`src/rtl/tlsw_pkg.sv`:
```
package tlsw_pkg;

    // Fixed-point format of the ratio, the Michel parameters and the weight.
    localparam int FRAC_BITS = 16;

    localparam int RATIO_W  = 18;
    localparam int ENERGY_W = 24;
    localparam int MASS_W   = 16;
    localparam int PARAM_W  = 18;
    localparam int WEIGHT_W = 24;
    localparam int CFG_IDX_W = 3;

    localparam logic [RATIO_W-1:0] RATIO_ONE  = RATIO_W'(1 << FRAC_BITS);
    localparam logic [RATIO_W-1:0] RATIO_HALF = RATIO_W'(1 << (FRAC_BITS - 1));

    // Internal widths, sized for ratios in the physical range.
    localparam int X_W    = 17;   // x^2, x^3
    localparam int POLY_W = 26;   // nine-fold polynomial values
    localparam int U_W    = 24;   // unpolarized part of the weight
    localparam int G_W    = 22;   // g1 + delta*g2
    localparam int GX_W   = 20;   // xi * (g1 + delta*g2)
    localparam int QUO_W  = 33;   // quotient of the polarization division
    localparam int POL_W  = 35;

    // Pipeline depths.
    localparam int DIV_STEPS  = QUO_W;
    localparam int DIV_LAT    = DIV_STEPS + 1;
    localparam int POLY_LAT   = 8;
    localparam int POST_LAT   = 4;
    localparam int ALIGN_LAT  = DIV_LAT - POLY_LAT;
    localparam int RESULT_LAT = DIV_LAT + POST_LAT;

    // Sideband that travels with every transaction.
    typedef struct packed {
        logic valid;
        logic pos;
        logic zero;
    } tlsw_tag_t;

    typedef struct packed {
        logic [MASS_W-1:0]         tau_mass;
        logic signed [PARAM_W-1:0] rho;
        logic signed [PARAM_W-1:0] eta;
        logic signed [PARAM_W-1:0] xi;
        logic signed [PARAM_W-1:0] delta;
    } tlsw_cfg_t;

    typedef enum logic [CFG_IDX_W-1:0] {
        CFG_TAU_MASS = 3'd0,
        CFG_RHO      = 3'd1,
        CFG_ETA      = 3'd2,
        CFG_XI       = 3'd3,
        CFG_DELTA    = 3'd4
    } tlsw_cfg_idx_t;

    localparam logic [MASS_W-1:0]         TAU_MASS_RST = 16'd1777;
    localparam logic signed [PARAM_W-1:0] RHO_RST      = 18'sd49152;
    localparam logic signed [PARAM_W-1:0] ETA_RST      = 18'sd0;
    localparam logic signed [PARAM_W-1:0] XI_RST       = 18'sd65536;
    localparam logic signed [PARAM_W-1:0] DELTA_RST    = 18'sd49152;

endpackage

```
`src/rtl/tlsw_div.sv`:
```
module tlsw_div import tlsw_pkg::*;
(
    input  logic                clk,
    input  logic                rst_n,
    input  tlsw_tag_t           in_tag,
    input  logic [RATIO_W-1:0]  ratio,
    input  logic [ENERGY_W-1:0] energy,
    input  logic [MASS_W-1:0]   tau_mass,
    output tlsw_tag_t           out_tag,
    output logic [QUO_W-1:0]    quo
);

    // Restoring division, one quotient bit per stage. Each stage word holds
    // the dividend bits still to be consumed and the quotient bits so far.
    logic [QUO_W:0]  num;
    tlsw_tag_t       tag_reg [0:DIV_STEPS];
    logic [QUO_W-1:0] dq_reg [0:DIV_STEPS];
    logic [ENERGY_W-1:0] rem_reg [0:DIV_STEPS];
    logic [ENERGY_W-1:0] den_reg [0:DIV_STEPS];
    logic [ENERGY_W:0]   trial [0:DIV_STEPS-1];
    logic                ge [0:DIV_STEPS-1];

    assign num = (QUO_W+1)'(tau_mass) * (QUO_W+1)'(ratio)
               + (QUO_W+1)'(energy >> 1);

    always_comb
    begin
        for (int i = 0; i < DIV_STEPS; i++)
        begin
            trial[i] = {rem_reg[i], dq_reg[i][QUO_W-1]};
            ge[i]    = trial[i] >= {1'b0, den_reg[i]};
        end
    end

    always_ff @(posedge clk or negedge rst_n)
    begin
        if (!rst_n)
        begin
            for (int i = 0; i <= DIV_STEPS; i++)
            begin
                tag_reg[i] <= '0;
            end
        end
        else
        begin
            tag_reg[0] <= in_tag;
            for (int i = 0; i < DIV_STEPS; i++)
            begin
                tag_reg[i+1] <= tag_reg[i];
            end
        end
    end

    always_ff @(posedge clk)
    begin
        dq_reg[0]  <= num[QUO_W-1:0];
        rem_reg[0] <= '0;
        den_reg[0] <= energy;
        for (int i = 0; i < DIV_STEPS; i++)
        begin
            dq_reg[i+1]  <= {dq_reg[i][QUO_W-2:0], ge[i]};
            rem_reg[i+1] <= ge[i] ? ENERGY_W'(trial[i] - {1'b0, den_reg[i]})
                                  : trial[i][ENERGY_W-1:0];
            den_reg[i+1] <= den_reg[i];
        end
    end

    assign out_tag = tag_reg[DIV_STEPS];
    assign quo     = dq_reg[DIV_STEPS];

endmodule

```
`config.mk`:
```
export PLATFORM = sky130hd
export DESIGN_NAME = tlsw_div
export DESIGN_NICKNAME = d
export VERILOG_FILES = /design/src/rtl/tlsw_pkg.sv /design/src/rtl/tlsw_div.sv
export SDC_FILE = /design/constraint.sdc
export NUM_CORES = 2
export LEC_CHECK = 0
export BUFFER_PORTS_ARGS = -buffer_cell sky130_fd_sc_hd__buf_2
export CELL_PAD_IN_SITES_DETAIL_PLACEMENT = 0
export CELL_PAD_IN_SITES_GLOBAL_PLACEMENT = 1
export CORE_ASPECT_RATIO = 2
export CORE_UTILIZATION = 54
export DETAILED_ROUTE_END_ITERATION = 12
export PLACE_DENSITY = 0.85
export REMOVE_ABC_BUFFERS = 1
export SLEW_MARGIN = 20
export SYNTH_ARGS = -nofsm -noshare
export SYNTH_HDL_FRONTEND = slang
export SYNTH_SLANG_ARGS = --single-unit
```
`constraint.sdc`:
```
create_clock -name clk -period 6.15 [get_ports clk]
set_clock_uncertainty 0.05 [all_clocks]
set_input_delay 1.23 -clock clk [delete_from_list [all_inputs] [get_ports clk]]
set_output_delay 1.23 -clock clk [all_outputs]
set_load 0.02 [all_outputs]
```
After elaboration in Yosys (flattened, before gate mapping)
Memories as Yosys holds them, arrays and structs flattened. Index checks and enable logic that the tools add are counted.

Add/sub/neg operators: 34. Multiply operators: 1. $lt $le $gt $ge: 33. Mux-type cells: 33.

Operator list (number): 25-bit by 24-bit >= comparator with 1-bit output (33); 24-bit two-way mux (33); 24-bit subtractor (33); 33-bit by 23-bit adder with 33-bit output (1); 16-bit by 18-bit multiplier with 33-bit output (1).

Bits in registers: 102. Bits in writable memories: 2754. Input bits: 63. Output and inout bits: 36. Memories: 3.

Memories: dq_reg (depth 34, width 33, read ports 34, clocked after Yosys merged registers in 0, wr ports 34, line tlsw_div.sv:17) `logic [QUO_W-1:0] dq_reg [0:DIV_STEPS];`; den_reg (depth 34, width 24, read ports 33, clocked after Yosys merged registers in 0, wr ports 34, line tlsw_div.sv:19) `logic [ENERGY_W-1:0] den_reg [0:DIV_STEPS];`; rem_reg (depth 34, width 24, read ports 33, clocked after Yosys merged registers in 0, wr ports 34, line tlsw_div.sv:18) `logic [ENERGY_W-1:0] rem_reg [0:DIV_STEPS];`.

Longest topological paths before layout
Depth in word-level cells: 2. Gate-level depth with buffers: 26. Depth with buffers taken out: 24.

Worst setup path after synthesis
OpenSTA, ideal clock, no wires.

Path kind: input -> register. From: input port tau_mass[9]. To: memory dq_reg[0][29]. Library setup time: 0.072 ns. Data arrival time: 6.922 ns. Data required time: 6.028 ns. Slack: -0.894 ns. Stages: 21. Path buffers: 2. Path through: clkbuf_1 clkbuf_1 nand2_1 fa_1 fa_1 fa_1 fa_1 fa_1 fa_1 inv_1 ha_1 a21oi_1 o21a_1 nand3b_1 o211a_1 or3_1 nand2_1 o21ai_0 a21o_1 a21oi_1 xnor2_1.

RTL lines: start: declaration (line tlsw_div.sv:8) `input logic [MASS_W-1:0] tau_mass,`; end: declaration (line tlsw_div.sv:17).

==> results by group <==
Global routing
  • GRT Resource Usage Total: 0.289
  • Initial antenna violation count: 11
  • Global-route wire length before repair: 458000 um
  • Largest net degree at the start of global routing: 79
  • Gr ovfl total: 0
  • Vias in the first global route: 83036

Logic synthesis
  • Fraction of registers with async set/reset: 0.0366
  • Mux share of post-synthesis cell area: 0.0399
  • Most common library cells after synthesis: 2682 x dfxtp_1, 1326 x inv_1, 874 x ha_1
  • Cell with the most instances after synthesis: dfxtp_1
  • Post-Syn Area per Cell: 10.4 um^2
  • Area leader, netlist: dfxtp_1
  • Xor/xnor share of the synthesized area: 0.0479
  • Synth top area share: 0.477
  • EDFF count, synth: 0
  • Post-Synth Adder-Cell Area: 0.146
  • Ranking of synthesized cells by area: dfxtp_1 48%, ha_1 9.7%, fa_1 4.9%, inv_1 4.4%, mux2_2 3.6%
  • Post-synthesis sequential area ratio: 0.500
  • Number of synthesized register bits: 2784
  • Top FF cell, synth: dfxtp_1
  • Compound-Gate Fraction of Synth Area: 0.122
  • Post-synthesis simple-gate area fraction: 0.0934
  • Synth Cell Area: 113000 um^2
  • Yosys warns: 0
  • Largest family of logic cells by synthesized area: adder cells
  • Cells after Synth: 10823
  • Cell variety after synth: 96

Timing
  • Final Cycle Share: 0.996
  • RSZ-0062 raised after global routing: true
  • Setup TNS: 0 ns
  • # setup viols final: 0
  • Final WS setup: 0.0239 ns
  • Final Slew Violations: 0
  • Max-slew headroom at the worst pin: 0.154
  • Worst-margin pin slew: 1.27 ns
  • Hold Violations, Final: 0
  • Max Clock Freq: 163 MHz
  • Post-layout min period: 6.13 ns

Route
  • WL final: 307000 um
  • Routed via count: 76356
  • Post-route DRC violation count: 0
  • Vias per cell: 5.40
  • Remaining antenna violation count: 0
  • Routed length per placed instance: 21.7 um
  • Initial DRC Count: 2734
  • Initial DRT Pass Iterations: 6

Finish
  • Fin area: 127000 um^2
  • Final Net Count: 12420
  • Max reg flops: 1122
  • Share of layout cells above drive strength 1: 0.111
  • Area grow syn2layout: 12.4%

Placed design
  • Pre-CTS WS: -1.45 ns
  • GPL Wtd Cong: 0.969
  • Port Buffers: 98
  • Post-place instance area: 118000 um^2
  • Dpl hpwl: 249000 um

Worst setup path
  • Crit path kind: in -> reg
  • Worst Reg2Reg Path Length in Cells: 13
  • R2r setup slk: 1.08 ns
  • Crit path DAT: 6.77 ns
  • R2r endpoint: rem_reg[23][19]$_DFF_P_
  • Worst path cell trace: buf_4, buf_12, and2_1, fa_1, inv_2, fa_2, inv_1, fa_1, fa_2, fa_1, fa_1, ha_4, buf_4, buf_4, a21oi_1, o211a_1, a211oi_1, buf_4, a21oi_4, o21ba_4, nor2b_4, o21ai_2, nor2b_4, xnor2_1
  • CP required: 6.79 ns
  • Crit path from: ratio[9]
  • RR Startpoint: den_reg[22][1]$_DFF_P_
  • Critical path's slowest cell: fa_2
  • Crit. End Element: flop
  • Critical path's largest stage delay: 0.57 ns
  • Startpoint types: input pin
  • Crit Path Max Fanout: 6

Floorplanning
  • Total core area: 207000 um^2
  • Die area: 210000 um^2
  • Die Width: 325 um
  • Starting Density: 0.544
  • Chip height: 648 um
  • FP Rows: 236
  • # IOs: 99

Clocking
  • CTS Sinks: 2784
  • Clock H-tree levels: 4
  • TritonCTS clock tree: yes
  • Clock Tree Root: clkbuf_16
  • Clk_lat worst skew: 0.94 ns
  • CTS buffer count: 227
  • Max Root-Sink Buffers: 4
  • Clk slew on worst S/H paths: 0.07 ns

Min path
  • Hold/Removal Path Class: in -> async

Pwr
  • Logic pwr share: 0.464
  • PwrDens: 592 nW/um^2
  • Sw Ratio: 0.370
  • Clock power frac: 0.206
  • Psw: 27.7 mW
  • Peak supply drop: 0.702 mV
  • Sequential share of power: 0.331
  • Pleak: 59.1 nW
  • Internal Power: 47.2 mW

Outcome
  • Run status: complete, no violations

Flow run
  • Max-cap violations: 0
worst max path at each step:
stage,end,cells past startpoint
after floorplan,dq_reg[0][29]$_DFF_P_,22
after global placement,dq_reg[0][30]$_DFF_P_,25
after detailed placement,dq_reg[0][32]$_DFF_P_,24
after CTS,dq_reg[0][29]$_DFF_P_,24
after global routing,dq_reg[0][24]$_DFF_P_,26
final,dq_reg[0][24]$_DFF_P_,24
per-stage QoR:
stage | power (mW) | utilization | instances | hold slack, ns
floorplan | 45.4 | - | 10648 | 0.260
finish | 74.9 | 0.611 | 14149 | 0.137
CTS | 73.9 | 0.609 | 14115 | 0.0750
detailed placement | 56.9 | 0.568 | 13692 | 0.262
global placement | 56.4 | 0.568 | 13692 | 0.259
global route | 79.4 | 0.611 | 14144 | 0.110
critical path, delay by kind of cell:
kind / cells / cell delay [ns]
AOI/OAI and AO/OA: 6 / 0.87
adders and majority gates: 7 / 3.32
xor gates and xnor gates: 1 / 0.12
and+or+nand+nor: 3 / 0.38
buffers and inverters: 7 / 0.81
metal layers:
layer | vias to the layer above | share of wire | track usage
li1 | 37148 | - | -
met1 | 36461 | 0.26 | 0.189
met2 | 1607 | 0.59 | 0.617
met3 | 1138 | 0.025 | 0.0344
met4 | 2 | 0.13 | 0.317
met5 | - | 0.000042 | 0
power groups by stage:
stage	logic [mW]	clock network [mW]	registers, mW
3_5_place_dp	31.8	0	25.1
4_1_cts	33.4	15.7	24.8
5_1_grt	38.0	16.4	25.1
3_3_place_gp	31.4	0	25.0
6_report	34.7	15.4	24.7
2_1_floorplan	21.3	0	24.1
cells by family (layout without fill, tap and decap cells):
family | count (synthesis) | after routing
AO/OA/AOI/OAI | 2187 | 2187
XOR/XNOR | 616 | 616
adder cells (fa/ha/maj) | 1149 | 1149
buffers and inverters | 1502 | 2066
flip-flops | 2784 | 2784
multiplexers | 402 | 402
other | 0 | 25
AND/OR/NAND/NOR | 2183 | 2183
layout by cell type (no fill, tap or decap), types with 36 or more instances in the layout:
cell type and instances:
a211oi_1 36, a21o_1 252, a21oi_1 708, a31oi_1 53, and2_1 140, and3_1 60
buf_2 75, buf_4 200, clkbuf_16 234, dfrtp_1 102, dfxtp_1 2682, fa_1 260
ha_1 861, inv_1 1309, mux2_2 363, mux2i_1 36, nand2_1 647, nand2b_1 113
nand3_1 124, nand4_1 101, nor2_1 536, nor2b_1 125, nor3_1 127, o211ai_1 42
o21a_1 136, o21ai_0 480, o21bai_1 81, or3_1 55, xnor2_1 400, xor2_1 216
timing repair:
action                                  CTS  global route
endpoints found under the setup margin   12            12
setup buffers                            15             9
hold buffers                              0             0
gates resized for setup                  95           107
pin swaps                                36            93
cloned                                    0             1
final cells by class:
cell class                      count  area, um^2
Clock inverter                    115        1630
Antenna cell                       25        62.6
Sequential cell                  2784       56200
Fill cell                       17007       80500
Multi-Input combinational cell   6537       51100
Inverter                         1327        4980
Tap cell                         2737        3420
Timing Repair Buffer              331        2680
Clock buffer                      293        6350
(Power assumes the default switching activity.)
