<file path="config.mk">
export PLATFORM = sky130hd
export DESIGN_NAME = tlsw_post
export DESIGN_NICKNAME = d
export VERILOG_FILES = /design/src/rtl/tlsw_pkg.sv /design/src/rtl/tlsw_post.sv
export SDC_FILE = /design/constraint.sdc
export NUM_CORES = 2
export LEC_CHECK = 0
export ABC_AREA = 1
export CORE_ASPECT_RATIO = 1.25
export CORE_MARGIN = 2
export CORE_UTILIZATION = 70
export CTS_CLUSTER_SIZE = 20
export DETAILED_ROUTE_END_ITERATION = 6
export DONT_BUFFER_PORTS = 1
export PLACE_DENSITY = 0.84
export SYNTH_ARGS = -nofsm -noshare
export SYNTH_HDL_FRONTEND = slang
export SYNTH_SLANG_ARGS = --single-unit
</file>
<file path="constraint.sdc">
create_clock -name clk -period 17.78 [get_ports clk]
set_clock_uncertainty 0.1 [all_clocks]
set_input_delay 1.778 -clock clk [delete_from_list [all_inputs] [get_ports clk]]
set_output_delay 1.778 -clock clk [all_outputs]
set_load 0.05 [all_outputs]
</file>
<file path="src/rtl/tlsw_pkg.sv">
package tlsw_pkg;

    // Fixed-point format of the ratio, the Michel parameters and the weight.
    localparam int FRAC_BITS = 16;

    localparam int RATIO_W  = 18;
    localparam int ENERGY_W = 24;
    localparam int MASS_W   = 16;
    localparam int PARAM_W  = 18;
    localparam int WEIGHT_W = 24;
    localparam int CFG_IDX_W = 3;

    localparam logic [RATIO_W-1:0] RATIO_ONE  = RATIO_W'(1 << FRAC_BITS);
    localparam logic [RATIO_W-1:0] RATIO_HALF = RATIO_W'(1 << (FRAC_BITS - 1));

    // Internal widths, sized for ratios in the physical range.
    localparam int X_W    = 17;   // x^2, x^3
    localparam int POLY_W = 26;   // nine-fold polynomial values
    localparam int U_W    = 24;   // unpolarized part of the weight
    localparam int G_W    = 22;   // g1 + delta*g2
    localparam int GX_W   = 20;   // xi * (g1 + delta*g2)
    localparam int QUO_W  = 33;   // quotient of the polarization division
    localparam int POL_W  = 35;

    // Pipeline depths.
    localparam int DIV_STEPS  = QUO_W;
    localparam int DIV_LAT    = DIV_STEPS + 1;
    localparam int POLY_LAT   = 8;
    localparam int POST_LAT   = 4;
    localparam int ALIGN_LAT  = DIV_LAT - POLY_LAT;
    localparam int RESULT_LAT = DIV_LAT + POST_LAT;

    // Sideband that travels with every transaction.
    typedef struct packed {
        logic valid;
        logic pos;
        logic zero;
    } tlsw_tag_t;

    typedef struct packed {
        logic [MASS_W-1:0]         tau_mass;
        logic signed [PARAM_W-1:0] rho;
        logic signed [PARAM_W-1:0] eta;
        logic signed [PARAM_W-1:0] xi;
        logic signed [PARAM_W-1:0] delta;
    } tlsw_cfg_t;

    typedef enum logic [CFG_IDX_W-1:0] {
        CFG_TAU_MASS = 3'd0,
        CFG_RHO      = 3'd1,
        CFG_ETA      = 3'd2,
        CFG_XI       = 3'd3,
        CFG_DELTA    = 3'd4
    } tlsw_cfg_idx_t;

    localparam logic [MASS_W-1:0]         TAU_MASS_RST = 16'd1777;
    localparam logic signed [PARAM_W-1:0] RHO_RST      = 18'sd49152;
    localparam logic signed [PARAM_W-1:0] ETA_RST      = 18'sd0;
    localparam logic signed [PARAM_W-1:0] XI_RST       = 18'sd65536;
    localparam logic signed [PARAM_W-1:0] DELTA_RST    = 18'sd49152;

endpackage

</file>
<file path="src/rtl/tlsw_post.sv">
module tlsw_post import tlsw_pkg::*;
(
    input  logic                       clk,
    input  logic                       rst_n,
    input  tlsw_tag_t                  in_tag,
    input  logic [QUO_W-1:0]           quo,
    input  logic signed [U_W-1:0]      u,
    input  logic signed [GX_W-1:0]     gx,
    output logic                       done,
    output logic signed [WEIGHT_W-1:0] weight,
    output logic                       saturated
);

    localparam int SPLIT = 17;
    localparam int PP_W  = GX_W + SPLIT + 1;
    localparam int PS_W  = 56;
    localparam int W_W   = PS_W - FRAC_BITS + 1;
    localparam logic signed [POL_W-1:0] ONE_POL = POL_W'(1 << FRAC_BITS);
    localparam logic signed [PS_W-1:0]  HALF_LSB = PS_W'(1 << (FRAC_BITS - 1));
    localparam logic signed [W_W-1:0]   W_MAX = W_W'((1 << (WEIGHT_W - 1)) - 1);
    localparam logic signed [W_W-1:0]   W_MIN = -W_W'(1 << (WEIGHT_W - 1));

    tlsw_tag_t tag_reg [0:POST_LAT-1];

    always_ff @(posedge clk or negedge rst_n)
    begin
        if (!rst_n)
        begin
            for (int i = 0; i < POST_LAT; i++)
            begin
                tag_reg[i] <= '0;
            end
        end
        else
        begin
            tag_reg[0] <= in_tag;
            for (int i = 1; i < POST_LAT; i++)
            begin
                tag_reg[i] <= tag_reg[i-1];
            end
        end
    end

    // Stage 0: signed polarization.
    logic signed [POL_W-1:0] pol0;
    logic signed [POL_W-1:0] pol_reg;
    logic signed [GX_W-1:0]  gx0_reg;
    logic signed [U_W-1:0]   u0_reg;

    assign pol0 = $signed(POL_W'(quo)) - ONE_POL;

    always_ff @(posedge clk)
    begin
        pol_reg <= in_tag.pos ? -pol0 : pol0;
        gx0_reg <= gx;
        u0_reg  <= u;
    end

    // Stage 1: the product is split into two narrow partial products.
    logic signed [SPLIT:0]  pl;
    logic signed [POL_W-SPLIT-1:0] ph;
    logic signed [PP_W-1:0] hi_reg, lo_reg;
    logic signed [U_W-1:0]  u1_reg;

    assign ph = pol_reg[POL_W-1:SPLIT];
    assign pl = $signed({1'b0, pol_reg[SPLIT-1:0]});

    always_ff @(posedge clk)
    begin
        hi_reg <= PP_W'(gx0_reg) * PP_W'(ph);
        lo_reg <= PP_W'(gx0_reg) * PP_W'(pl);
        u1_reg <= u0_reg;
    end

    // Stage 2: combine with rounding.
    logic signed [PS_W-1:0] psum_reg;
    logic signed [U_W-1:0]  u2_reg;

    always_ff @(posedge clk)
    begin
        psum_reg <= (PS_W'(hi_reg) <<< SPLIT) + PS_W'(lo_reg) + HALF_LSB;
        u2_reg   <= u1_reg;
    end

    // Stage 3: difference, clipping and the out-of-range zero.
    logic signed [W_W-1:0] w;
    logic                  done_reg;
    logic signed [WEIGHT_W-1:0] weight_reg;
    logic                  sat_reg;

    assign w = W_W'(u2_reg) - W_W'($signed(psum_reg[PS_W-1:FRAC_BITS]));

    always_ff @(posedge clk or negedge rst_n)
    begin
        if (!rst_n)
        begin
            done_reg <= 1'b0;
        end
        else
        begin
            done_reg <= tag_reg[2].valid;
        end
    end

    always_ff @(posedge clk)
    begin
        if (tag_reg[2].zero)
        begin
            weight_reg <= '0;
            sat_reg    <= 1'b0;
        end
        else if (w > W_MAX)
        begin
            weight_reg <= W_MAX[WEIGHT_W-1:0];
            sat_reg    <= 1'b1;
        end
        else if (w < W_MIN)
        begin
            weight_reg <= W_MIN[WEIGHT_W-1:0];
            sat_reg    <= 1'b1;
        end
        else
        begin
            weight_reg <= w[WEIGHT_W-1:0];
            sat_reg    <= 1'b0;
        end
    end

    assign done      = done_reg;
    assign weight    = weight_reg;
    assign saturated = sat_reg;

endmodule

</file>
# == Word level (Yosys, flattened, before mapping) ==
# Index checks and enable logic that the tools add are counted.
# totals
inputBits,82
reg_bits,291
latchBits,0
n_memories,0
mem_bits_rw,0
rom_bits,0
wordCells,33
# op_classes
bitwise_logic,0
n_lt_le_gt_ge,2
n_reduce_logical,1
add_sub_neg,5
mux,5
mul,2
div_mod_pow,0
n_eq_ne,0
n_shift,0
# ops
operator,count
$mul A20 B18 Y38,2
$add A55 B38 Y56,1
$add A56 B17 Y56 const B,1
$gt A41 B24 Y1 const B,1
$lt A41 B24 Y1 const B,1
$sub A24 B40 Y41,1
$mux W35,1
$neg A34 Y35,1
$sub A33 B17 Y34 const B,1
$mux W24,1
$mux W23,1
$mux W1,2
$reduce_or A2 Y1,1

# == Longest topological paths before layout ==
# depth
word_depth,4
mapped_depth,30

# == Worst setup path before layout ==
# No wires, ideal clock.
# synth_path
kind,flip-flop to flip-flop
start,register gx0_reg[19]
end,register hi_reg[32]
synth_period_minus_slack_ps,5869
setup_ps,120
stages_incl_launch_ff,23
slack_ps,11911
n_path_buf,2
t_arrival_ps,5650
path_cell_list,dfxtp_1 -> clkbuf_1 -> clkbuf_1 -> nand2_1 -> inv_1 -> fa_1 -> inv_1 -> fa_1 -> inv_1 -> ha_1 -> inv_1 -> fa_1 -> inv_1 -> fa_1 -> inv_1 -> fa_1 -> inv_1 -> ha_1 -> a21oi_1 -> o21ai_0 -> a221oi_1 -> nand2_1 -> xor2_1
# synth_between
elab_chain_cells,1
# synth_rtl
item,line,rtl
"start, declared",tlsw_post.sv:47,logic signed [GX_W-1:0] gx0_reg;
"start signal, assigned",tlsw_post.sv:55,gx0_reg <= gx;
$mul A20 B18 Y38,tlsw_post.sv:70,hi_reg <= PP_W'(gx0_reg) * PP_W'(ph);
"end signal, assigned",tlsw_post.sv:70,
"end, declared",tlsw_post.sv:62,"logic signed [PP_W-1:0] hi_reg, lo_reg;"
# No other way between the ends.
# A chain may end at the register's enable or synchronous reset.

# == Worst setup path after layout ==
# layout_path
start,register pol_reg[1]
end,register lo_reg[35]
# layout_between
elab_chain_cells,1
# layout_rtl
item,line,rtl
"start, declared",tlsw_post.sv:46,logic signed [POL_W-1:0] pol_reg;
"start signal, assigned",tlsw_post.sv:54,pol_reg <= in_tag.pos ? -pol0 : pol0;
$mul A20 B18 Y38,tlsw_post.sv:71,lo_reg <= PP_W'(gx0_reg) * PP_W'(pl);
"end signal, assigned",tlsw_post.sv:71,
"end, declared",tlsw_post.sv:62,
# No other way between the ends.

==> key figures <==
Outcome
  – Outcome: complete, no violations

Logic synthesis
  – Post-synth EDFFs: 0
  – Synthesized area per cell: 7.877 um^2
  – Number of instances in the synthesized netlist: 4851
  – Cell area after technology mapping: 38210 um^2
  – Library cell with the largest summed area after synthesis: sky130_fd_sc_hd__fa_1
  – Post-synth cell types: 49
  – Post-Syn Nets: 5904
  – Most repeated cell in the gate-level netlist after synthesis: sky130_fd_sc_hd__inv_1
  – Number of warnings reported in the yosys synthesis log: 0
  – Yosys top cell area share: 36.73%
  – Most used flip-flop cell after synthesis: sky130_fd_sc_hd__dfxtp_1
  – Part of the Yosys area used for sequential elements: 13.71%
  – Proportion of synthesized flip-flops having asynchronous set or reset: 2.692%
  – Synth top cells by count: 1365 x sky130_fd_sc_hd__inv_1, 1157 x sky130_fd_sc_hd__nand2_1, 701 x sky130_fd_sc_hd__fa_1
  – Post-synthesis register bit count: 260
  – Leading post-synthesis cells by cell area: sky130_fd_sc_hd__fa_1 37%, sky130_fd_sc_hd__inv_1 13%, sky130_fd_sc_hd__dfxtp_1 13%

Layout
  – Area growth from synthesis to layout: 3.661%
  – Final core utilization: 73.56%
  – Share of final-layout standard cells stronger than drive strength 1: 2.561%
  – Final Cell Area: 39610 um^2
  – Area occupied by multi-input gates: 27210 um^2
  – Number of fill cells in the layout: 4137
  – Flip-flop count of the largest register after layout: 40
  – Net count of the finished layout: 5794
  – Footprint of the flip-flops and latches: 5240 um^2

STA
  – Post-route setup TNS: 0 ps
  – Setup repair after global routing missed its margin: false
  – Tightest Pin Transition: 1095 ps
  – Minimum period implied by the final worst setup slack: 6717 ps
  – Final setup violation count: 0
  – Max-slew violation total from the final report: 0
  – Final hold viol count: 0
  – Tightest slew margin relative to the limit: 26.90%
  – Final cycle utilization of the critical path: 37.78%
  – Highest Clock Rate: 148.9 MHz

Clocking
  – Post-cts repair resize count: 0
  – Clock sink count: 260
  – Number of levels in the clock H-tree: 1
  – CTS clock-pin slew for the worst setup and hold paths: 70 ps
  – Hold Buf Count CTS: 0
  – Clock tree from TritonCTS: yes
  – CTS root buffer: sky130_fd_sc_hd__clkbuf_16
  – Number of buffers inserted during clock tree synthesis: 29
  – Clock insertion delay at the later pin of the skew report: 600 ps
  – Number of buffers on the longest clock path: 3
  – Setup bufs post-CTS: 0

Worst setup path
  – Data required time of the worst path: 18140 ps
  – CP Max Fanout: 19
  – Startpoint type of the worst setup path: flip-flop
  – CP Class: reg2reg
  – Arrival time at the worst endpoint: 7080 ps
  – Critical path endpoint category: flip-flop

Detailed routing
  – DR WL/cell: 17.22 um
  – Via count: 29790
  – Routed Wire Length: 94560 um
  – Number of optimization iterations in the first detailed-route pass: 6
  – Detailed-route DRC error count: 0
  – Antenna-violating nets left: 0
  – Count of routing violations after the opening detailed-route iteration: 2079
  – Drt via density: 5.425

Placement
  – IO Port Bufs: 0
  – Area post-placement: 38640 um^2
  – Estimated wirelength of the detail-placed design: 77450 um
  – Routability-driven placement congestion ratio: 0.9632

Global route
  – Residual overflow from global routing: 0
  – Wire length of the first global-routing pass: 156800 um
  – Pin count of the biggest net entering global routing: 36
  – Initial antenna violation count: 1
  – Total routing usage reported by global routing: 35.36%
  – Vias in the first global route: 32430

Floorplan
  – Number of top-level pins: 108
  – Core footprint: 53850 um^2
  – Num rows: 95
  – Die Outline Area: 56480 um^2
  – Height of the die: 265.2 um
  – Initial cell density of the core: 70.96%
  – Chip Width: 213.0 um

Worst hold path
  – Min-delay worst type: reg2reg

Flow run
  – Reported max-cap violation count: 0
-- cell type report --
cell class | count | area share [%]
repair buffers | 20 | 0.3791
well taps | 727 | 2.297
flip-flops and latches | 260 | 13.23
diodes | 1 | 0.006318
multi-input cells | 3064 | 68.70
clock inverters | 20 | 0.4960
inverters | 1366 | 12.95
clock buffers | 33 | 1.946
-- layout by cell type, fill, tap and decap left out, types with 18 or more instances in the layout --
cell type and instances:
sky130_fd_sc_hd__xor2_1 121, sky130_fd_sc_hd__clkbuf_16 29, sky130_fd_sc_hd__nor2_1 222, sky130_fd_sc_hd__a21oi_1 169, sky130_fd_sc_hd__nand2_1 1157, sky130_fd_sc_hd__inv_1 1365
sky130_fd_sc_hd__ha_1 270, sky130_fd_sc_hd__a31oi_1 18, sky130_fd_sc_hd__xnor2_1 58, sky130_fd_sc_hd__nand3_1 83, sky130_fd_sc_hd__dfxtp_1 253, sky130_fd_sc_hd__fa_1 701
sky130_fd_sc_hd__nand4_1 23, sky130_fd_sc_hd__buf_4 20, sky130_fd_sc_hd__nor3_1 29, sky130_fd_sc_hd__o21ai_0 86
-- worst max-delay path, cell delays in order, from the launching register on --
cell and delay (ps):
sky130_fd_sc_hd__dfxtp_1 910, sky130_fd_sc_hd__nand2_1 280, sky130_fd_sc_hd__inv_1 150, sky130_fd_sc_hd__fa_1 580, sky130_fd_sc_hd__fa_1 930, sky130_fd_sc_hd__inv_1 280, sky130_fd_sc_hd__fa_1 550, sky130_fd_sc_hd__inv_1 70
sky130_fd_sc_hd__fa_1 530, sky130_fd_sc_hd__inv_1 50, sky130_fd_sc_hd__fa_1 490, sky130_fd_sc_hd__inv_1 50, sky130_fd_sc_hd__ha_1 350, sky130_fd_sc_hd__a21oi_1 300, sky130_fd_sc_hd__o21ai_0 160, sky130_fd_sc_hd__a211oi_1 230
sky130_fd_sc_hd__nand2_1 160, sky130_fd_sc_hd__nand3_1 100, sky130_fd_sc_hd__o2111ai_1 130, sky130_fd_sc_hd__xor2_1 190
-- metal layers --
metal  wire [um]  track usage [%]
met3        6781            4.770
met4        5773            18.62
met5           0                0
met1       34050            40.95
met2       47950            63.35
-- stage by stage --
step	hold WS (ps)	cells	setup WS, ps
floorplan	209.6	4851	11910
global placement	210.2	5437	11360
detailed placement	212.1	5437	11270
CTS	227.2	5490	11250
global route	232.5	5490	10790
finish	227.1	5491	11060
-- worst paths after layout --
path	start	to	slack [ps]	depth (start not counted)
max in group asynchronous	rst_n	tag_reg[3]	16730	0
hold / removal	u1_reg[23]	u2_reg[23]	230	0
min in group asynchronous	rst_n	tag_reg[8]	790	0
setup / recovery	pol_reg[1]	lo_reg[35]	11060	19
hold reg to reg	u1_reg[23]	u2_reg[23]	230	0
setup reg to reg	pol_reg[1]	lo_reg[35]	11060	19
-- kinds of logic after synthesis --
logic type | share of synthesized area [%]
DFF | 13.71
xor gates and xnor gates | 4.146
and+or+nand+nor | 16.26
AOI/OAI and AO/OA | 5.243
buffers and inverters | 15.07
adders and majority gates | 45.57
Power is not shown: default switching activity piles up to over one toggle a cycle in this logic, so the estimate is an artifact.
